<file path="config.mk">
export PLATFORM = sky130hd
export DESIGN_NAME = pulse_width_drop_detector_flat
export DESIGN_NICKNAME = d
export VERILOG_FILES = /design/src/sv/pwdd_pkg.sv /design/src/sv/pwdd_in_if.sv /design/src/sv/pwdd_out_if.sv /design/src/sv/pwdd_cfg.sv /design/src/sv/pwdd_core.sv /design/src/sv/pulse_width_drop_detector.sv /design/src/flat_wrapper.sv
export SDC_FILE = /design/constraint.sdc
export NUM_CORES = 1
export LEC_CHECK = 0
export BUFFER_PORTS_ARGS = -buffer_cell sky130_fd_sc_hd__buf_2
export CAP_MARGIN = 25
export CORE_ASPECT_RATIO = 0.75
export CORE_UTILIZATION = 30
export CTS_CLUSTER_SIZE = 40
export DETAILED_ROUTE_END_ITERATION = 7
export PLACE_DENSITY = 0.46
export SLEW_MARGIN = 25
export SYNTH_ARGS = -nofsm -noshare
export SYNTH_HDL_FRONTEND = slang
export SYNTH_SLANG_ARGS = --single-unit
</file>
<file path="constraint.sdc">
create_clock -name clk_i -period 15.7 [get_ports clk_i]
set_clock_uncertainty 0.2 [all_clocks]
set_input_delay 1.57 -clock clk_i [delete_from_list [all_inputs] [get_ports clk_i]]
set_output_delay 1.57 -clock clk_i [all_outputs]
set_load 0.02 [all_outputs]
</file>
<file path="src/sv/pwdd_pkg.sv">
// ----------------------------------------------------------------------------
// pwdd_pkg
// Shared types and constants of the pulse width drop detector.
// ----------------------------------------------------------------------------
package pwdd_pkg;

  localparam int unsigned VoltW  = 16;
  localparam int unsigned TickW  = 32;
  localparam int unsigned CountW = 16;
  localparam int unsigned RegW   = 16;
  localparam int unsigned AddrW  = 5;
  localparam int unsigned DataW  = 32;
  localparam int unsigned RegIdxW = 3;

  // filter weight of the new sample, 0.1 in Q0.16; the old baseline keeps 65536 - this
  localparam logic [13:0] NewWeight = 14'd6554;

  // register reset values
  localparam logic [RegW-1:0] UpdatePeriodRst  = 16'd100;
  localparam logic [RegW-1:0] TrigMarginRst    = 16'd2048;
  localparam logic [RegW-1:0] MinWidthRst      = 16'd400;
  localparam logic [RegW-1:0] MaxWidthRst      = 16'd1100;
  localparam logic [RegW-1:0] DebounceTicksRst = 16'd1000;
  localparam logic [RegW-1:0] BaselineStartRst = 16'd22528;

  // register indexes (byte address / 4)
  localparam logic [RegIdxW-1:0] RegUpdatePeriod  = 3'd0;
  localparam logic [RegIdxW-1:0] RegTrigMargin    = 3'd1;
  localparam logic [RegIdxW-1:0] RegMinWidth      = 3'd2;
  localparam logic [RegIdxW-1:0] RegMaxWidth      = 3'd3;
  localparam logic [RegIdxW-1:0] RegDebounceTicks = 3'd4;
  localparam logic [RegIdxW-1:0] RegBaselineStart = 3'd5;

  typedef enum logic [1:0] {
    MODE_IDLE  = 2'd0,
    MODE_PULSE = 2'd1,
    MODE_HOLD  = 2'd2
  } mode_e;

  typedef struct packed {
    logic [RegW-1:0] update_period;
    logic [RegW-1:0] trig_margin;
    logic [RegW-1:0] min_width;
    logic [RegW-1:0] max_width;
    logic [RegW-1:0] debounce_ticks;
    logic [RegW-1:0] baseline_start;
    logic            baseline_load;   // one-cycle strobe on a baseline_start write
  } cfg_t;

endpackage

</file>
<file path="src/sv/pwdd_in_if.sv">
// ----------------------------------------------------------------------------
// pwdd_in_if
// Sample channel: one voltage sample and its tick time stamp per beat.
// ----------------------------------------------------------------------------
interface pwdd_in_if
  import pwdd_pkg::*;
();
  logic             valid;
  logic             ready;
  logic [VoltW-1:0] sample_voltage;
  logic [TickW-1:0] time_stamp;

  modport source (output valid, output sample_voltage, output time_stamp, input ready);
  modport sink   (input valid, input sample_voltage, input time_stamp, output ready);
endinterface

</file>
<file path="src/sv/pwdd_out_if.sv">
// ----------------------------------------------------------------------------
// pwdd_out_if
// Result channel: count, detect flag, mode and baseline per beat.
// ----------------------------------------------------------------------------
interface pwdd_out_if
  import pwdd_pkg::*;
();
  logic              valid;
  logic              ready;
  logic [CountW-1:0] object_count;
  logic              object_seen;
  logic [1:0]        detector_mode;
  logic [VoltW-1:0]  baseline_level;

  modport source (output valid, output object_count, output object_seen,
                  output detector_mode, output baseline_level, input ready);
  modport sink   (input valid, input object_count, input object_seen,
                  input detector_mode, input baseline_level, output ready);
endinterface

</file>
<file path="src/sv/pwdd_cfg.sv">
// ----------------------------------------------------------------------------
// pwdd_cfg
// APB register file holding the six 16-bit detector settings.
// ----------------------------------------------------------------------------
module pwdd_cfg
  import pwdd_pkg::*;
(
  input  logic             clk_i,
  input  logic             rst_ni,
  input  logic             psel,
  input  logic             penable,
  input  logic             pwrite,
  input  logic [AddrW-1:0] paddr,
  input  logic [DataW-1:0] pwdata,
  output logic [DataW-1:0] prdata,
  output logic             pready,
  output cfg_t             cfg_o
);

  logic [RegIdxW-1:0] idx;
  logic               wr_en;
  logic [RegW-1:0]    wval;
  logic [RegW-1:0]    rval;
  cfg_t               cfg_q;

  assign idx    = paddr[AddrW-1:2];
  assign wr_en  = psel & penable & pwrite;
  assign wval   = pwdata[RegW-1:0];
  assign pready = 1'b1;

  always_ff @(posedge clk_i or negedge rst_ni) begin
    if (!rst_ni) begin
      cfg_q.update_period  <= UpdatePeriodRst;
      cfg_q.trig_margin    <= TrigMarginRst;
      cfg_q.min_width      <= MinWidthRst;
      cfg_q.max_width      <= MaxWidthRst;
      cfg_q.debounce_ticks <= DebounceTicksRst;
      cfg_q.baseline_start <= BaselineStartRst;
      cfg_q.baseline_load  <= 1'b0;
    end else begin
      cfg_q.baseline_load <= 1'b0;
      if (wr_en) begin
        unique case (idx)
          RegUpdatePeriod:  cfg_q.update_period  <= wval;
          RegTrigMargin:    cfg_q.trig_margin    <= wval;
          RegMinWidth:      cfg_q.min_width      <= wval;
          RegMaxWidth:      cfg_q.max_width      <= wval;
          RegDebounceTicks: cfg_q.debounce_ticks <= wval;
          RegBaselineStart: begin
            cfg_q.baseline_start <= wval;
            cfg_q.baseline_load  <= 1'b1;
          end
          default: ;
        endcase
      end
    end
  end

  always_comb begin
    unique case (idx)
      RegUpdatePeriod:  rval = cfg_q.update_period;
      RegTrigMargin:    rval = cfg_q.trig_margin;
      RegMinWidth:      rval = cfg_q.min_width;
      RegMaxWidth:      rval = cfg_q.max_width;
      RegDebounceTicks: rval = cfg_q.debounce_ticks;
      RegBaselineStart: rval = cfg_q.baseline_start;
      default:          rval = '0;
    endcase
  end

  assign prdata = {{(DataW-RegW){1'b0}}, rval};
  assign cfg_o  = cfg_q;

endmodule

</file>
<file path="src/sv/pwdd_core.sv">
// ----------------------------------------------------------------------------
// pwdd_core
// Input register, one-pass baseline filter and pulse state machine, result
// register.
// ----------------------------------------------------------------------------
module pwdd_core
  import pwdd_pkg::*;
(
  input  logic        clk_i,
  input  logic        rst_ni,
  input  cfg_t        cfg_i,
  pwdd_in_if.sink     in_if,
  pwdd_out_if.source  out_if
);

  // input register
  logic             in_v_q;
  logic [VoltW-1:0] smp_q;
  logic [TickW-1:0] ts_q;

  // detector state
  logic [VoltW-1:0]  base_q, base_d;
  logic [TickW-1:0]  last_upd_q;
  logic [TickW-1:0]  begin_q;
  logic [TickW-1:0]  finish_q;
  logic [CountW-1:0] count_q, count_d;
  mode_e             mode_q, mode_d;
  logic              seen_d;
  logic              upd;

  // result register
  logic              out_v_q;
  logic [CountW-1:0] res_count_q;
  logic              res_seen_q;
  mode_e             res_mode_q;
  logic [VoltW-1:0]  res_base_q;

  logic adv;
  logic in_take;

  assign adv        = in_v_q & (~out_v_q | out_if.ready);
  assign in_if.ready = ~in_v_q | adv;
  assign in_take    = in_if.valid & in_if.ready;

  // baseline filter: b*58982 + s*6554 == b*65536 + (s - b)*6554
  logic signed [VoltW:0]   diff;
  logic signed [30:0]      prod;
  logic signed [32:0]      acc;
  logic [VoltW-1:0]        base_upd;
  logic signed [VoltW+1:0] level;
  logic                    below;
  logic [TickW-1:0]        width;
  logic [TickW-1:0]        since_upd;
  logic [TickW-1:0]        since_fin;

  always_comb begin
    since_upd = ts_q - last_upd_q;
    upd       = since_upd >= {{(TickW-RegW){1'b0}}, cfg_i.update_period};
    diff      = $signed({1'b0, smp_q}) - $signed({1'b0, base_q});
    prod      = 31'(diff) * $signed({17'd0, NewWeight});
    acc       = $signed({1'b0, base_q, 16'd0}) + 33'(prod);
    base_upd  = acc[31:16];
    base_d    = upd ? base_upd : base_q;

    level = $signed({2'b00, base_d}) - $signed({2'b00, cfg_i.trig_margin});
    below = $signed({2'b00, smp_q}) < level;

    width     = ts_q - begin_q;
    since_fin = ts_q - finish_q;

    mode_d  = mode_q;
    count_d = count_q;
    seen_d  = 1'b0;
    unique case (mode_q)
      MODE_IDLE: begin
        if (below) mode_d = MODE_PULSE;
      end
      MODE_PULSE: begin
        if (width > {{(TickW-RegW){1'b0}}, cfg_i.max_width}) begin
          mode_d = MODE_IDLE;
        end else if (!below && width >= {{(TickW-RegW){1'b0}}, cfg_i.min_width}) begin
          count_d = count_q + 1'b1;
          seen_d  = 1'b1;
          mode_d  = MODE_HOLD;
        end
      end
      MODE_HOLD: begin
        if (since_fin >= {{(TickW-RegW){1'b0}}, cfg_i.debounce_ticks}) mode_d = MODE_IDLE;
      end
      default: mode_d = MODE_IDLE;
    endcase
  end

  always_ff @(posedge clk_i or negedge rst_ni) begin
    if (!rst_ni) begin
      in_v_q     <= 1'b0;
      out_v_q    <= 1'b0;
      base_q     <= BaselineStartRst;
      last_upd_q <= '0;
      begin_q    <= '0;
      finish_q   <= '0;
      count_q    <= '0;
      mode_q     <= MODE_IDLE;
    end else begin
      if (in_if.ready) in_v_q <= in_if.valid;
      if (adv) begin
        out_v_q <= 1'b1;
      end else if (out_if.ready) begin
        out_v_q <= 1'b0;
      end
      if (cfg_i.baseline_load) begin
        base_q <= cfg_i.baseline_start;
      end else if (adv) begin
        base_q <= base_d;
      end
      if (adv) begin
        if (upd) last_upd_q <= ts_q;
        if (mode_q == MODE_IDLE && mode_d == MODE_PULSE) begin_q <= ts_q;
        if (seen_d) finish_q <= ts_q;
        count_q <= count_d;
        mode_q  <= mode_d;
      end
    end
  end

  always_ff @(posedge clk_i) begin
    if (in_take) begin
      smp_q <= in_if.sample_voltage;
      ts_q  <= in_if.time_stamp;
    end
    if (adv) begin
      res_count_q <= count_d;
      res_seen_q  <= seen_d;
      res_mode_q  <= mode_d;
      res_base_q  <= base_d;
    end
  end

  assign out_if.valid          = out_v_q;
  assign out_if.object_count   = res_count_q;
  assign out_if.object_seen    = res_seen_q;
  assign out_if.detector_mode  = res_mode_q;
  assign out_if.baseline_level = res_base_q;

endmodule

</file>
<file path="src/sv/pulse_width_drop_detector.sv">
// ----------------------------------------------------------------------------
// pulse_width_drop_detector
// Photodiode drop detector: tracks a filtered baseline and counts pulses
// whose width lies between a minimum and a maximum.
// ----------------------------------------------------------------------------
// Usage:
//   in_if  (sink)   one beat = sample_voltage (Q4.12) + time_stamp (ticks).
//   out_if (source) one beat per input beat: object_count, object_seen,
//                   detector_mode (0 idle, 1 pulse, 2 hold), baseline_level.
//   APB port        six 16-bit registers at byte offsets 0x00..0x14; writing
//                   baseline_start also reloads the baseline. Write only while
//                   no beat is in flight.
// An input beat passes through the input register, then the filter multiply,
// threshold compare and state update run in one pass into the result
// register. Throughput is one beat per cycle while out_if.ready stays high;
// the loop through the baseline filter multiplier and the mode register
// sets the clock period.
// When out_if.ready is low the result holds, the input register takes one
// more beat only if empty, then in_if.ready drops until the result is taken.
// Reset clears the count, timers and mode and loads the APB registers and the
// baseline with their default values.
// ----------------------------------------------------------------------------
module pulse_width_drop_detector
  import pwdd_pkg::*;
(
  input  logic             clk_i,
  input  logic             rst_ni,
  pwdd_in_if.sink          in_if,
  pwdd_out_if.source       out_if,
  input  logic             psel,
  input  logic             penable,
  input  logic             pwrite,
  input  logic [AddrW-1:0] paddr,
  input  logic [DataW-1:0] pwdata,
  output logic [DataW-1:0] prdata,
  output logic             pready
);

  cfg_t cfg;

  pwdd_cfg u_cfg (
    .clk_i   (clk_i),
    .rst_ni  (rst_ni),
    .psel    (psel),
    .penable (penable),
    .pwrite  (pwrite),
    .paddr   (paddr),
    .pwdata  (pwdata),
    .prdata  (prdata),
    .pready  (pready),
    .cfg_o   (cfg)
  );

  pwdd_core u_core (
    .clk_i  (clk_i),
    .rst_ni (rst_ni),
    .cfg_i  (cfg),
    .in_if  (in_if),
    .out_if (out_if)
  );

  // a counted object always leaves the detector in the hold state
  a_seen_hold: assert property (@(posedge clk_i) disable iff (!rst_ni)
    out_if.valid && out_if.object_seen |-> out_if.detector_mode == MODE_HOLD)
    else $error("object_seen without hold mode");

  // with the result register empty the input side never stalls
  a_no_bubble: assert property (@(posedge clk_i) disable iff (!rst_ni)
    !out_if.valid |-> in_if.ready)
    else $error("input stalled with empty result register");

  // a baseline_start write lands in the register and raises the reload strobe
  a_bstart_wr: assert property (@(posedge clk_i) disable iff (!rst_ni)
    psel && penable && pwrite && paddr[AddrW-1:2] == RegBaselineStart
    |=> cfg.baseline_load && cfg.baseline_start == $past(pwdata[RegW-1:0]))
    else $error("baseline_start write lost");

endmodule
</file>
<file path="src/flat_wrapper.sv">
// flat-port wrapper written by rule: the top's interface ports become plain ports
module pulse_width_drop_detector_flat import pwdd_pkg::*;
  (clk_i, rst_ni, psel, penable, pwrite, paddr, pwdata, prdata, pready, in_if_valid, in_if_sample_voltage, in_if_time_stamp, in_if_ready, out_if_valid, out_if_object_count, out_if_object_seen, out_if_detector_mode, out_if_baseline_level, out_if_ready);
  pwdd_in_if in_if_i ();
  pwdd_out_if out_if_i ();
  input  logic clk_i;
  input  logic rst_ni;
  input  logic psel;
  input  logic penable;
  input  logic pwrite;
  input  logic [AddrW-1:0] paddr;
  input  logic [DataW-1:0] pwdata;
  output logic [DataW-1:0] prdata;
  output logic pready;
  input wire logic [$bits(in_if_i.valid)-1:0] in_if_valid;
  input wire logic [$bits(in_if_i.sample_voltage)-1:0] in_if_sample_voltage;
  input wire logic [$bits(in_if_i.time_stamp)-1:0] in_if_time_stamp;
  output wire logic [$bits(in_if_i.ready)-1:0] in_if_ready;
  output wire logic [$bits(out_if_i.valid)-1:0] out_if_valid;
  output wire logic [$bits(out_if_i.object_count)-1:0] out_if_object_count;
  output wire logic [$bits(out_if_i.object_seen)-1:0] out_if_object_seen;
  output wire logic [$bits(out_if_i.detector_mode)-1:0] out_if_detector_mode;
  output wire logic [$bits(out_if_i.baseline_level)-1:0] out_if_baseline_level;
  input wire logic [$bits(out_if_i.ready)-1:0] out_if_ready;
  assign in_if_i.valid = in_if_valid;
  assign in_if_i.sample_voltage = in_if_sample_voltage;
  assign in_if_i.time_stamp = in_if_time_stamp;
  assign in_if_ready = in_if_i.ready;
  assign out_if_valid = out_if_i.valid;
  assign out_if_object_count = out_if_i.object_count;
  assign out_if_object_seen = out_if_i.object_seen;
  assign out_if_detector_mode = out_if_i.detector_mode;
  assign out_if_baseline_level = out_if_i.baseline_level;
  assign out_if_i.ready = out_if_ready;
  pulse_width_drop_detector u_core (.clk_i(clk_i), .rst_ni(rst_ni), .in_if(in_if_i), .out_if(out_if_i), .psel(psel), .penable(penable), .pwrite(pwrite), .paddr(paddr), .pwdata(pwdata), .prdata(prdata), .pready(pready));
endmodule
</file>
==> results.txt <==
* Status: finished clean
- Clock period minus worst slack: 13.99 ns
* Final Routed Wirelength: 77900 µm
* Metal-1 WL: 41700 µm
- Summed negative setup slack over all endpoints: 0 ns
* Share of the synthesized area in the top cell type: 20.2%
* Most area-consuming cells after synthesis: sky130_fd_sc_hd__dfrtp_1, sky130_fd_sc_hd__ha_1, sky130_fd_sc_hd__edfxtp_1
- Area after DPL: 27400 µm²
- Starting utilization of the core area: 30.3%
- After synthesis, the share of flip-flops with an asynchronous set or reset is 73.4%.
- The total count of hold-check failures in the final report is 0.
- For the pin with the worst max-slew slack, the measured transition is 1.04 ns.
- Global-route wire length before repair: 121000 µm
- The pre-antenna-repair detailed-routing pass consisted of 7 iterations.
- The floorplan has 92 rows.
* Synthesis-stage register bit count: 312
- Synthesized instance count: 2805
- Post-synthesis area per instance: 9.09 µm²
- Number of placed cells counting well taps: 4008
- Clock Sink Count: 312
- Die outline height: 254 µm
- Number of buffer cells added on primary ports: 126
- # DRC: 0
- Sequential cells were found to cover 32.4% of the synthesized design area.
- DIE WIDTH: 339 µm
- Setup violations remaining at the end of the flow were counted as 0.
- Ranking of synthesized cells by instance count: sky130_fd_sc_hd__inv_1, sky130_fd_sc_hd__ha_1, sky130_fd_sc_hd__nand2_1
- Setup repair after global routing left no endpoint under its margin.
- Dividing the detail-routed wire length by the instance count gives 19.1 µm.
* Clock transition at path regs: 0.06 ns
- CTS-repair resized insts: 0
- Fill cells: 8753
- Total of max-cap violations: 0
* Detailed-routed wire length on met2: 30000 µm
* Htree depth: 2
- For this block, the via count after detailed routing is 20700.
- Post-route non-filler standard cell count: 4084
- DR WL met3: 4440 µm
- Worst max-slew margin expressed relative to the limit: 28.9%
- Clock latency reported for the late side of the worst-skew pair: 0.59 ns
- Peak Freq: 71.5 MHz
* Cts bufs inserted: 40
- Net total in the final layout: 3379
* Post CTS Setup Buffer Count: 0
- The Yosys step of the flow raised 0 warnings.
* Required time of the worst setup path: 15.84 ns
- The biggest area contributor in the post-synthesis netlist is sky130_fd_sc_hd__dfrtp_1.
* Classification of the worst setup path: register to register
- The worst setup path is launched from a register.
- Total routing resource utilization after global routing: 18.0%
- The synthesized netlist occupies a cell area of 25500 µm².
- After clock tree synthesis, the flow added hold-fix buffers numbering 0.
* Number of vias per cell after detailed routing: 5.07
- Vias in the first global route: 20200
- Along the worst path, the maximum fanout reaches 17.
* Topmost layer with routed signal wires: met5
* Critical-path cell with the highest stage delay: sky130_fd_sc_hd__a2111oi_1
- The congestion estimate from routability-driven global placement came to 0.898.
- Dominant register cell in the synthesized netlist: sky130_fd_sc_hd__dfrtp_1
- The tree is rooted in a sky130_fd_sc_hd__clkbuf_16.
* Clock Tree Buf Depth: 3
- STA puts the critical path data arrival time at 14.12 ns.
- In this design, the stage delay of the slowest critical-path cell is 0.81 ns.
- GRT overflow: 0
* Largest net degree at the start of global routing: 102
* Tcrit/Tclk final: 89.1%
- Number of enable-type register cells in the synthesized netlist: 83
* Fraction of final layout cells with drive strength greater than 1: 10.3%
- Iteration-0 DRC Markers: 1560
* Worst Hold Class: register to register
- The netlist uses 88 different library cells.
- Cell area after layout: 28800 µm²
- Die Area: 86200 µm²
* Total I/O pin count: 162
- The floorplan step defined a core boundary enclosing 84000 µm².
* Post-detail-place hpwl: 61300 µm
- Number of antenna violations at the first check in global routing: 8
- Max-slew violation count: 0
- Dominant cell by count in the synthesized netlist: sky130_fd_sc_hd__inv_1
* Post-route ant nets: 0
* Growth of design area from synthesis to finish: 12.8%
* Clock tree from TritonCTS: yes
- The worst setup path is captured at a register.
## per-stage QoR
step | hold slack [ns] | utilization [%] | worst slack (ns)
detailed placement | 0.275 | 32.7 | 1.94
finish | 0.281 | 34.2 | 1.71
global route | 0.294 | 34.2 | 0.901
floorplan | 0.250 | - | 4.50
CTS | 0.289 | 34.2 | 1.85
global placement | 0.269 | 32.7 | 1.71
## layer usage
metal | vias up | GRT usage [%]
li1 | 10100 | -
met4 | 12 | 4.37
met2 | 511 | 24.8
met5 | - | 0
met1 | 9965 | 28.4
met3 | 114 | 2.99
## worst max-delay path, delay by kind of cell (launching register included)
family	cells	cell delay (ns)
xor+xnor	4	1.41
compound gates	16	4.35
fa+ha+maj	9	3.59
flops	1	0.37
simple gates	10	2.73
buf+inv	6	0.69
mux	1	0.42
## path summary, 6_finish.rpt
check	to	depth (start not counted)	start	slack, ns
max	u_core.u_core.out_if.object_count[1]	46	u_core.u_core.base_q[1]	1.71
min	u_core.u_core.finish_q[3]	1	u_core.u_core.finish_q[3]	0.28
max reg2reg	u_core.u_core.out_if.object_count[1]	46	u_core.u_core.base_q[1]	1.71
min reg2reg	u_core.u_core.finish_q[3]	1	u_core.u_core.finish_q[3]	0.28
max in group asynchronous	u_core.u_cfg.cfg_o[0]	3	rst_ni	12.44
min in group asynchronous	u_core.u_core.begin_q[24]	1	rst_ni	0.78
## layout make-up
type,count,area [µm²],area share (%)
diodes,2,5.00,0.0174
clock buffers,58,1170,4.08
clock inverters,16,141,0.492
inverters,349,1310,4.55
multi-input cells,2066,15600,54.3
flip-flops and latches,312,8250,28.7
well taps,1128,1410,4.91
repair buffers,153,847,2.95
## registers in the layout (all words and copies together), names as in the netlist, 16 cells and up
| name | cells |
|---|---|
| u_core.u_cfg.cfg_o | 97 |
| u_core.u_core.base_q | 16 |
| u_core.u_core.begin_q | 32 |
| u_core.u_core.count_q | 16 |
| u_core.u_core.finish_q | 32 |
| u_core.u_core.last_upd_q | 32 |
| u_core.u_core.out_if.baseline_level | 16 |
| u_core.u_core.out_if.object_count | 16 |
| u_core.u_core.smp_q | 16 |
| u_core.u_core.ts_q | 32 |
## cell usage in the layout (no fill, tap or decap), drive strengths merged, types with 58 or more instances in the layout
cell type / n
xnor2: 126
ha: 308
inv: 352
edfxtp: 83
nand2: 295
a21o: 69
o21ai: 270
clkbuf: 58
mux2: 62
buf: 153
dfrtp: 206
a21oi: 130
nor2: 115
## cells by family (layout without fill, tap and decap cells)
logic type	Yosys count	count (layout)	synth area share (%)
compound gates	741	741	18.8
simple gates	673	673	12.4
buf+inv	442	576	6.83
fa+ha+maj	365	365	19.6
flops	312	312	32.4
xor+xnor	179	179	6.15
mux	91	91	3.88
other cells	2	19	0.0295
Power is not shown: default switching activity piles up to over one toggle a cycle in this logic, so the estimate is an artifact.
